$ cat config.mk
export PLATFORM = sky130hd
export DESIGN_NAME = pfp_queue
export DESIGN_NICKNAME = d
export VERILOG_FILES = /design/src/rtl/core/pfp_pkg.sv /design/src/rtl/core/pfp_queue.sv
export SDC_FILE = /design/constraint.sdc
export NUM_CORES = 1
export LEC_CHECK = 0
export BUFFER_PORTS_ARGS = -buffer_cell sky130_fd_sc_hd__buf_2
export CAP_MARGIN = 20
export CORE_AREA = 8 8 45 47
export CTS_BUF_LIST = sky130_fd_sc_hd__clkbuf_4
export DETAILED_ROUTE_END_ITERATION = 10
export DIE_AREA = 0 0 53 55
export PLACE_DENSITY_LB_ADDON = 0.2
export SYNTH_ARGS = -nofsm -noshare
export SYNTH_HDL_FRONTEND = slang
export SYNTH_SLANG_ARGS = --single-unit
$ cat constraint.sdc
create_clock -name clk -period 3.75 [get_ports clk]
set_input_delay 0.5625 -clock clk [delete_from_list [all_inputs] [get_ports clk]]
set_output_delay 0.5625 -clock clk [all_outputs]
set_load 0.03 [all_outputs]
$ cat src/rtl/core/pfp_pkg.sv
// Shared constants and types for the plane-from-three-points block.
// No dependencies; every other file in rtl/core refers to this package.
package pfp_pkg;

  localparam int DEF_COORD_WIDTH      = 32;
  localparam int DEF_NORMAL_FRAC_BITS = 30;
  localparam int COORD_FRAC_BITS      = 16;

  localparam int                     LIMIT_WIDTH = 32;
  localparam logic [LIMIT_WIDTH-1:0] LIMIT_RESET = LIMIT_WIDTH'(7);
  localparam int                     THR_WIDTH   = 2 * LIMIT_WIDTH + 2 * COORD_FRAC_BITS;

  localparam int QUEUE_DEPTH = 4;

  typedef struct packed {
    logic full;
    logic empty;
  } queue_stat_t;

endpackage

$ cat src/rtl/core/pfp_queue.sv
// Small register queue that decouples the front and back pipelines.
// Depends on pfp_pkg for the status struct and default depth.
module pfp_queue #(
  parameter int  WIDTH = 1,
  parameter int  DEPTH = pfp_pkg::QUEUE_DEPTH,
  localparam int PTRW  = $clog2(DEPTH),
  localparam int CNTW  = $clog2(DEPTH + 1)
) (
  input  logic                 clk,
  input  logic                 rst_n,
  input  logic                 push,
  input  logic [WIDTH-1:0]     wdata,
  input  logic                 pop,
  output logic [WIDTH-1:0]     rdata,
  output pfp_pkg::queue_stat_t stat
);

  logic [WIDTH-1:0] mem_r [DEPTH];
  logic [PTRW-1:0]  wp_r, wp_nxt, rp_r, rp_nxt;
  logic [CNTW-1:0]  cnt_r, cnt_nxt;

  always_comb begin
    wp_nxt  = wp_r;
    rp_nxt  = rp_r;
    cnt_nxt = cnt_r;
    if (push) begin
      wp_nxt = (wp_r == PTRW'(DEPTH - 1)) ? '0 : wp_r + PTRW'(1);
    end
    if (pop) begin
      rp_nxt = (rp_r == PTRW'(DEPTH - 1)) ? '0 : rp_r + PTRW'(1);
    end
    if (push && !pop) begin
      cnt_nxt = cnt_r + CNTW'(1);
    end else if (pop && !push) begin
      cnt_nxt = cnt_r - CNTW'(1);
    end
  end

  always_ff @(posedge clk) begin
    if (!rst_n) begin
      wp_r  <= '0;
      rp_r  <= '0;
      cnt_r <= '0;
    end else begin
      wp_r  <= wp_nxt;
      rp_r  <= rp_nxt;
      cnt_r <= cnt_nxt;
    end
  end

  always_ff @(posedge clk) begin
    if (push) begin
      mem_r[wp_r] <= wdata;
    end
  end

  assign rdata      = mem_r[rp_r];
  assign stat.full  = (cnt_r == CNTW'(DEPTH));
  assign stat.empty = (cnt_r == '0);

endmodule

# Yosys cells after proc, flatten, opt, wreduce, memory -nomap -nowiden
# Memories as Yosys holds them, arrays and structs flattened. A register that Yosys moved wholly into a read port is not among the register bits.
# Cells that the tools add are included.
[totals]
ff_bits = 7
latchBits = 0
ramBits = 4
rom_bits = 0
in_bits = 5
output_inout_bits = 3
mem_count = 1
[memory_table]
columns = ["memory", "depth", "width", "read_ports", "rd_ports_with_merged_regs", "write_ports", "line_no", "rtl"]
rows = [
  ["mem_r", 4, 1, 1, 1, 1, "pfp_queue.sv:18", "logic [WIDTH-1:0] mem_r [DEPTH];"],
]
[classes]
add_sub_neg = 4
multipliers = 0
n_div = 0
magnitude_cmp = 0
eq_ne = 3
shifts = 0
mux = 8
bitwise_logic = 0
n_reduce_logical = 6
[op_table]
columns = ["operator", "count"]
rows = [
  ["2-bit 2-to-1 mux", 4],
  ["3-bit 2-to-1 mux", 2],
  ["2-bit by 1-bit adder with 2-bit output (second input constant)", 2],
  ["2-bit == test (second input constant)", 2],
  ["3-bit by 1-bit adder with 3-bit output (second input constant)", 1],
  ["3-bit == test (second input constant)", 1],
  ["3-bit zero test", 1],
  ["3-bit by 1-bit subtractor with 3-bit output (second input constant)", 1],
  ["1-bit logical AND", 2],
  ["1-bit zero test", 2],
  ["1-bit 2-to-1 mux", 2],
  ["2-bit nonzero test", 1],
]

# Depth between registers and ports, before layout
# Gate-level depths: netlist (run 1).
[logic_depth]
depth_word = 4
mapped_depth = 7

# Least setup slack after synthesis (run 1)
# No wires, ideal clock.
[synth_timing]
path_type = "input port to flip-flop"
startpoint = "input port pop"
endpoint = "register cnt_r[2]"
setup_ps = 70
arrival_ps = 1773
required_time_ps = 3680
slack_ps = 1907
path_stages = 7
cell_sequence = "inv_1 > ha_1 > inv_1 > fa_1 > xor2_1 > or3_1 > a21boi_1"
[synth_via]
elab_chain_len = 3
[synth_rtl]
columns = ["item", "line_no", "rtl"]
rows = [
  ["from (decl)", "pfp_queue.sv:13", "input logic pop,"],
  ["1-bit zero test", "pfp_queue.sv:32", "if (push && !pop) begin"],
  ["1-bit logical AND", "pfp_queue.sv:32", ""],
  ["3-bit 2-to-1 mux / 2-bit nonzero test (equally long branches)", "--", ""],
  ["to (signal assigned)", "pfp_queue.sv:47", "cnt_r <= cnt_nxt;"],
  ["to (decl)", "pfp_queue.sv:20", "logic [CNTW-1:0] cnt_r, cnt_nxt;"],
]
# Parallel ways exist; a longest one is shown, timed or not.
# A chain may end at the register's enable or synchronous reset.

==> results of run 1 <==
placed cells by master (no fill, tap or decap):
cell      instances
a21oi_1           1
xnor2_1           1
nor3b_1           2
and2_1            5
o21ai_0           1
nor2b_1           5
nor3_1            1
clkbuf_4          4
mux2i_1           4
edfxtp_1          4
ha_1              6
dfxtp_1           9
buf_2             7
xor2_1            1
or3_1             1
mux4_2            1
nor2_1            1
inv_1             4
a21boi_1          1
fa_1              1
cells by family (layout without fill, tap and decap cells):
logic type	Yosys count	count (layout)	synth area share
multiplexers	5	5	0.1042
adder cells (fa/ha/maj)	7	7	0.1583
buffers and inverters	4	15	0.02499
flip-flops	13	13	0.5000
AND/OR/NAND/NOR	15	15	0.1542
AO/OA/AOI/OAI	3	3	0.02916
XOR/XNOR	2	2	0.02917
cells in the mapped netlist, drive strengths merged (2+ instances only):
cell type,instances,share of area
dfxtp,9,0.30
nor2b,5,0.052
mux2i,4,0.067
inv,4,0.025
edfxtp,4,0.20
ha,6,0.12
and2,5,0.052
nor3b,2,0.025
worst max-delay path: stages (launching register included):
cell and delay, ps:
dfxtp_1 340, mux4_2 480, buf_2 190
path summary, 6_finish.rpt:
check | from | end | slack, ps | depth (start not counted)
setup / recovery | flip-flop | rdata | 1910 | 2
hold reg to reg | cnt_r[2]$_SDFFE_PN0P_ | cnt_r[2]$_SDFFE_PN0P_ | 520 | 2
setup reg to reg | cnt_r[0]$_SDFFE_PN0P_ | cnt_r[2]$_SDFFE_PN0P_ | 2240 | 4
hold / removal | wdata | mem_r[2]$_DFFE_PP_ | 510 | 1
per-stage QoR:
step	utilization	area [sq um]	hold WS, ps	worst slack (ps)	cells
floorplan	-	600.6	465.7	1907	49
global placement	0.4738	655.6	490.0	1717	72
detailed placement	0.4738	655.6	505.1	1681	72
CTS	0.4955	685.7	495.9	1889	76
global route	0.4955	685.7	507.0	1841	76
finish	0.4955	685.7	505.2	1911	76
power groups by stage:
stage | Clock [mW] | Combinational (mW) | Sequential [mW]
floorplan | 0 | 0.0501 | 0.170
global placement | 0 | 0.0656 | 0.172
detailed placement | 0 | 0.0662 | 0.172
CTS | 0.0958 | 0.0661 | 0.169
global route | 0.103 | 0.0724 | 0.171
finish | 0.0922 | 0.0649 | 0.169
per-layer routing:
| layer | GRT usage | vias up | routed length (microns) |
|---|---|---|---|
| met3 | 0.04011 | 2 | 38 |
| met5 | 0 | - | 0 |
| li1 | - | 187 | - |
| met2 | 0.09961 | 5 | 383 |
| met1 | 0.07535 | 163 | 368 |
| met4 | 0.02586 | 0 | 6 |
cell type report:
| class | count | area, sq um | area share |
|---|---|---|---|
| multi-input cells | 32 | 285.3 | 0.4161 |
| flip-flops and latches | 13 | 300.3 | 0.4380 |
| repair buffers | 7 | 35.03 | 0.05109 |
| inverters | 4 | 15.01 | 0.02190 |
| well taps | 16 | 20.02 | 0.02920 |
| clock buffers | 4 | 30.03 | 0.04380 |
==> results.sh, run 1 <==
export IMPL_status="finished clean"
export IMPL_synth_edf_count=4
export IMPL_io_buffers=7
export IMPL_postCtsResizedCells=0
export IMPL_path_clk_slew_ps=70
export IMPL_die_h_microns=55
export IMPL_postSynthAreaPerCell_sq_um=12.26
export IMPL_maxSlewHeadroom=0.8801
export IMPL_cts_tree="yes"
export IMPL_grt_remaining_overflow=0
export IMPL_ir_worst_vdd_uv=246.8
export IMPL_route_detailed_drc=0
export IMPL_ys_seq_area_frac=0.5000
export IMPL_slew_violations=0
export IMPL_clock_skew_ps=4.202
export IMPL_synth_ff_type="dfxtp_1"
export IMPL_cp_end_kind="output port"
export IMPL_cts_made_buffers=3
export IMPL_pwr_share_clk=0.283
export IMPL_leakagePower_nw=0.3001
export IMPL_cp_arrival_ps=1280
export IMPL_p_sw_frac=0.2757
export IMPL_die_area_sq_mm=0.002915
export IMPL_insertedDiodeCount=0
export IMPL_core_region_area_sq_mm=0.001384
export IMPL_worstPathRequired_ps=3190
export IMPL_power_frac_comb=0.199
export IMPL_place_gp_congestion=0.7010
export IMPL_rsz0062_at_grt="false"
export IMPL_layout_nets=73
export IMPL_finalPower_mw=0.3256
export IMPL_firstDrtPassIters=2
export IMPL_min_path_type="input port to flip-flop"
export IMPL_fmax_ghz=0.5437
export IMPL_tightest_slew_ps=179.5
export IMPL_synth_distinct_cells=18
export IMPL_antenna_found_initial=0
export IMPL_ys_warn_count=0
export IMPL_crit_type="flip-flop to output port"
export IMPL_synth_nets=61
export IMPL_power_density_mw_per_mm2=474.9
export IMPL_root_buffer="clkbuf_4"
export IMPL_initial_core_util=0.4340
export IMPL_grt_pass1_vias=342
export IMPL_clk_latency_ps=270
export IMPL_drv_cap=0
export IMPL_cts_setup_buffers=0
export IMPL_vias_per_cell=4.697
export IMPL_cts_hold_buf=0
export IMPL_clockBufferDepth=2
export IMPL_drt_iter0_drc=3
export IMPL_crit_path_max_fanout=1
export IMPL_place_hpwl_microns=644.9
export IMPL_dr_total_vias=357
export IMPL_fin_setup_tns_ps=0
export IMPL_grt_max_degree=8
export IMPL_min_period_ps=1839
export IMPL_wire_per_inst_microns=10.49
export IMPL_fin_crit_sh=0.4905
export IMPL_ant_nets=0
export IMPL_cts_sinks=13
export IMPL_finalSetupViolCount=0
export IMPL_cts_max_level=1
export IMPL_grt_pass1_wl_mm=1.400
export IMPL_io_pins=8
export IMPL_synth_area_sq_um=600.6
export IMPL_n_fill_cell=119
export IMPL_seq_power_share=0.518
export IMPL_syn_inst=49
export IMPL_grt_usage=0.06633
export IMPL_power_switching_mw=0.08977
export IMPL_fp_dieW_microns=53
export IMPL_async_flop_share=0
export IMPL_row_count=14
export IMPL_ys_ff_latch=13
export IMPL_crit_path_start_kind="flip-flop"
export IMPL_final_hold_violation_count=0
export IMPL_drive_gt1_frac=0.2000
export IMPL_areaGrowthSynthToFinish_pct=14.17
export IMPL_routed_wl_microns=797
export IMPL_power_internal_mw=0.2358
Power figures use the tool's default switching activity.
==> run 2, diff against run 1 <==
- clock period: 3.75 -> 1.7 ns (I/O delays scaled with it)
==> run 2 against run 1 <==
Compared with the run above: clock skew shrank 1.5 ps; cell count grew 3.9%; wire length grew 3.0%; critical path type unchanged; register-to-register slack got worse by 2100 ps; largest power group unchanged.
==> results.sh, run 2 (synthesis gave the netlist of run 1 again) <==
export IMPL_status="finished clean"
export IMPL_firstDrtPassIters=3
export IMPL_cp_arrival_ps=1280
export IMPL_antenna_found_initial=0
export IMPL_slew_violations=0
export IMPL_leakagePower_nw=0.3149
export IMPL_grt_max_degree=8
export IMPL_place_hpwl_microns=666.9
export IMPL_layout_commonest_cell="dfxtp_1"
export IMPL_path_clk_slew_ps=80
export IMPL_min_period_ps=1532
export IMPL_r2r_start="cnt_r[0]$_SDFFE_PN0P_"
export IMPL_ir_worst_vdd_uv=487.9
export IMPL_routed_wl_microns=821
export IMPL_initial_core_util=0.4340
export IMPL_drive_gt1_frac=0.2381
export IMPL_insertedDiodeCount=0
export IMPL_crit_type="flip-flop to output port"
export IMPL_final_hold_violation_count=0
export IMPL_clk_latency_ps=270
export IMPL_ant_nets=0
export IMPL_wire_per_inst_microns=10.39
export IMPL_rsz0062_at_grt="false"
export IMPL_final_cell_mix="9 x dfxtp_1, 7 x buf_2, 6 x ha_1, 5 x and2_1, 5 x nor2b_1"
export IMPL_grt_remaining_overflow=0
export IMPL_route_detailed_drc=0
export IMPL_core_region_area_sq_mm=0.001384
export IMPL_finalSetupViolCount=0
export IMPL_grt_usage=0.06516
export IMPL_row_count=14
export IMPL_root_buffer="clkbuf_4"
export IMPL_grt_pass1_wl_mm=1.373
export IMPL_min_from="wdata"
export IMPL_layout_nets=76
export IMPL_postCtsResizedCells=0
export IMPL_maxSlewHeadroom=0.8759
export IMPL_clockBufferDepth=2
export IMPL_vias_per_cell=4.620
export IMPL_cts_setup_buffers=0
export IMPL_crit_path_max_fanout=1
export IMPL_cts_made_buffers=3
export IMPL_io_pins=8
export IMPL_areaGrowthSynthToFinish_pct=17.92
export IMPL_finalPower_mw=0.7208
export IMPL_crit_path_start_kind="flip-flop"
export IMPL_cts_max_level=1
export IMPL_fin_crit_sh=0.9014
export IMPL_grt_pass1_vias=346
export IMPL_power_density_mw_per_mm2=1018
export IMPL_cts_tree="yes"
export IMPL_fp_dieW_microns=53
export IMPL_cts_sinks=13
export IMPL_die_area_sq_mm=0.002915
export IMPL_fmax_ghz=0.6526
export IMPL_tightest_slew_ps=185.9
export IMPL_dr_total_vias=365
export IMPL_drv_cap=0
export IMPL_placed_cells=75
export IMPL_drt_iter0_drc=3
export IMPL_die_h_microns=55
export IMPL_clock_skew_ps=2.705
export IMPL_io_buffers=7
export IMPL_instances_no_fill=79
export IMPL_cp_end_kind="output port"
export IMPL_place_gp_congestion=0.6952
export IMPL_worstPathRequired_ps=1440
export IMPL_min_path_type="input port to flip-flop"
export IMPL_cts_hold_buf=0
## run 2: worst paths after layout
kind | to | slack (ps) | cells past startpoint
max | rdata | 170 | 2
min | mem_r[2]$_DFFE_PP_ | 200 | 1
max reg2reg | cnt_r[2]$_SDFFE_PN0P_ | 190 | 4
min reg2reg | cnt_r[2]$_SDFFE_PN0P_ | 520 | 2
## run 2: worst max-delay path, stage by stage, from the launching register on
cell and delay, ps:
dfxtp_1 340, mux4_2 480, buf_2 190
## run 2: final cells by class
cell class	instances	area (sq um)
clock buffer	4	30.03
fill	139	675.6
inverter	4	15.01
multi-input combinational	32	285.3
sequential	13	300.3
tap	16	20.02
timing repair buffer	10	57.56
## run 2: layer usage
| layer | vias up | GRT usage | part of all wire |
|---|---|---|---|
| met4 | 0 | 0.05172 | 0.027 |
| met3 | 4 | 0.02406 | 0.043 |
| met1 | 163 | 0.07355 | 0.46 |
| met2 | 5 | 0.09766 | 0.47 |
| met5 | - | 0 | 0 |
| li1 | 193 | - | - |
## run 2: through the flow
step	utilization	hold slack, ps	worst slack [ps]	cell area, sq um	TNS, ps
2_1_floorplan	-	353.9	164.3	600.6	0
3_3_place_gp	0.4901	474.6	31.36	678.2	0
3_5_place_dp	0.4901	482.3	-22.27	678.2	-22.27
4_1_cts	0.5118	196.9	139.3	708.2	0
5_1_grt	0.5118	200.6	98.47	708.2	0
6_report	0.5118	201.3	167.7	708.2	0
## run 2: power breakdown
group | total [mW] | internal (mW) | leakage (nW) | switching [mW]
combinational | 0.150 | 0.0702 | 0.185 | 0.0801
sequential | 0.372 | 0.348 | 0.111 | 0.0236
clock | 0.199 | 0.107 | 0.0184 | 0.0918
==> run 3, diff against run 2 <==
- CORE_AREA: 8 8 45 47 -> 2 2 39 41
- DIE_AREA: 0 0 53 55 -> 0 0 41 43
==> run 3 against run 2 <==
Compared with the run above: power rose by 0.36%; sequential cell count did not move; sequential share of layout area did not move; sequential power barely moved; die area fell by 40%; register-to-register slack improved by 30 ps.
==> results.sh, run 3 (synthesis gave the netlist of run 1 again) <==
export IMPL_postCtsResizedCells=0
export IMPL_io_pins=8
export IMPL_cp_arrival_ps=1280
export IMPL_fmax_ghz=0.6525
export IMPL_place_hpwl_microns=624.9
export IMPL_layout_setup_ws_ps=167.4
export IMPL_die_area_sq_mm=0.001763
export IMPL_finalPower_mw=0.7234
export IMPL_finalSetupViolCount=0
export IMPL_path_clk_slew_ps=80
export IMPL_cp_end_kind="output port"
export IMPL_grt_pass1_wl_mm=1.414
export IMPL_cts_tree="yes"
export IMPL_crit_type="flip-flop to output port"
export IMPL_fin_setup_tns_ps=0
export IMPL_areaGrowthSynthToFinish_pct=17.92
export IMPL_insertedDiodeCount=0
export IMPL_routed_wl_microns=819
export IMPL_power_density_mw_per_mm2=1022
export IMPL_wire_per_inst_microns=10.37
export IMPL_firstDrtPassIters=2
export IMPL_clockBufferDepth=2
export IMPL_crit_path_start_kind="flip-flop"
export IMPL_grt_remaining_overflow=0
export IMPL_placed_cells=75
export IMPL_power_frac_comb=0.204
export IMPL_power_internal_mw=0.5242
export IMPL_row_count=14
export IMPL_worstPathRequired_ps=1440
export IMPL_holdWs_ps=197.6
export IMPL_final_cell_mix="9 x dfxtp_1, 7 x buf_2, 6 x ha_1, 5 x and2_1, 5 x nor2b_1"
export IMPL_drt_iter0_drc=2
export IMPL_layout_nets=76
export IMPL_pre_cts_slack_ps=-5.002
export IMPL_leakagePower_nw=0.3149
export IMPL_dr_total_vias=375
export IMPL_tightest_slew_ps=179.2
export IMPL_status="finished clean"
export IMPL_vias_per_cell=4.747
export IMPL_route_detailed_drc=0
export IMPL_fin_crit_sh=0.9015
export IMPL_final_area_sq_um=708.2
export IMPL_layout_commonest_cell="dfxtp_1"
export IMPL_grt_pass1_vias=367
export IMPL_min_path_type="input port to flip-flop"
export IMPL_grt_max_degree=8
export IMPL_drv_cap=0
export IMPL_place_area_sq_um=678.2
export IMPL_maxSlewHeadroom=0.8804
export IMPL_slew_violations=0
export IMPL_min_period_ps=1533
export IMPL_antenna_found_initial=0
export IMPL_pwr_share_clk=0.281
export IMPL_clk_latency_ps=270
export IMPL_cts_setup_buffers=0
export IMPL_crit_path_max_fanout=1
export IMPL_ir_worst_vdd_uv=551.8
export IMPL_drive_gt1_frac=0.2381
export IMPL_clock_skew_ps=6.233
export IMPL_final_hold_violation_count=0
export IMPL_power_switching_mw=0.1992
export IMPL_fin_util=0.5118
export IMPL_instances_no_fill=79
export IMPL_initial_core_util=0.4340
export IMPL_cts_sinks=13
export IMPL_ant_nets=0
export IMPL_io_buffers=7
export IMPL_cts_hold_buf=0
export IMPL_rsz0062_at_grt="false"
export IMPL_fp_dieW_microns=41
export IMPL_seq_power_share=0.515
export IMPL_die_h_microns=43
export IMPL_place_gp_congestion=0.6989
export IMPL_p_sw_frac=0.2754
export IMPL_cts_made_buffers=3
export IMPL_cts_max_level=1
export IMPL_grt_usage=0.1280
export IMPL_root_buffer="clkbuf_4"
export IMPL_core_region_area_sq_mm=0.001384
==> run 3: cell counts in the layout (fill, tap and decap cells not counted) <==
No cell type changed its count.
==> run 3: critical path: stages, from the launching register on <==
cell      delay, ps
edfxtp_1        360
mux4_2          460
buf_2           190
==> run 3: metal layers <==
layer | global-route usage | up-vias | wire length, microns
li1 | - | 196 | -
met1 | 0.1237 | 171 | 366
met2 | 0.1938 | 8 | 408
met3 | 0.09424 | 0 | 44
met4 | 0.06000 | 0 | 0
met5 | 0 | - | 0
==> run 3: area by class of cell <==
class | count | area, sq um
Timing Repair Buffer | 10 | 57.56
Clock buffer | 4 | 30.03
Fill cell | 140 | 675.6
Inverter | 4 | 15.01
Multi-Input combinational cell | 32 | 285.3
Sequential cell | 13 | 300.3
Tap cell | 16 | 20.02
==> run 3: worst paths after layout <==
path,slack [ps],startpoint,cells after the start,to
worst max-delay path,170,mem_r[3]$_DFFE_PP_,2,rdata
worst min-delay path,200,wdata,1,mem_r[3]$_DFFE_PP_
worst max register to register,220,cnt_r[0]$_SDFFE_PN0P_,4,cnt_r[2]$_SDFFE_PN0P_
worst min register to register,520,cnt_r[2]$_SDFFE_PN0P_,2,cnt_r[2]$_SDFFE_PN0P_
==> run 3: power groups by stage <==
stage | combinational, mW | clock [mW] | sequential, mW
final | 0.148 | 0.203 | 0.372
after global routing | 0.165 | 0.226 | 0.379
after CTS | 0.150 | 0.213 | 0.373
after detailed placement | 0.149 | 0 | 0.380
after global placement | 0.146 | 0 | 0.380
after floorplan | 0.111 | 0 | 0.375
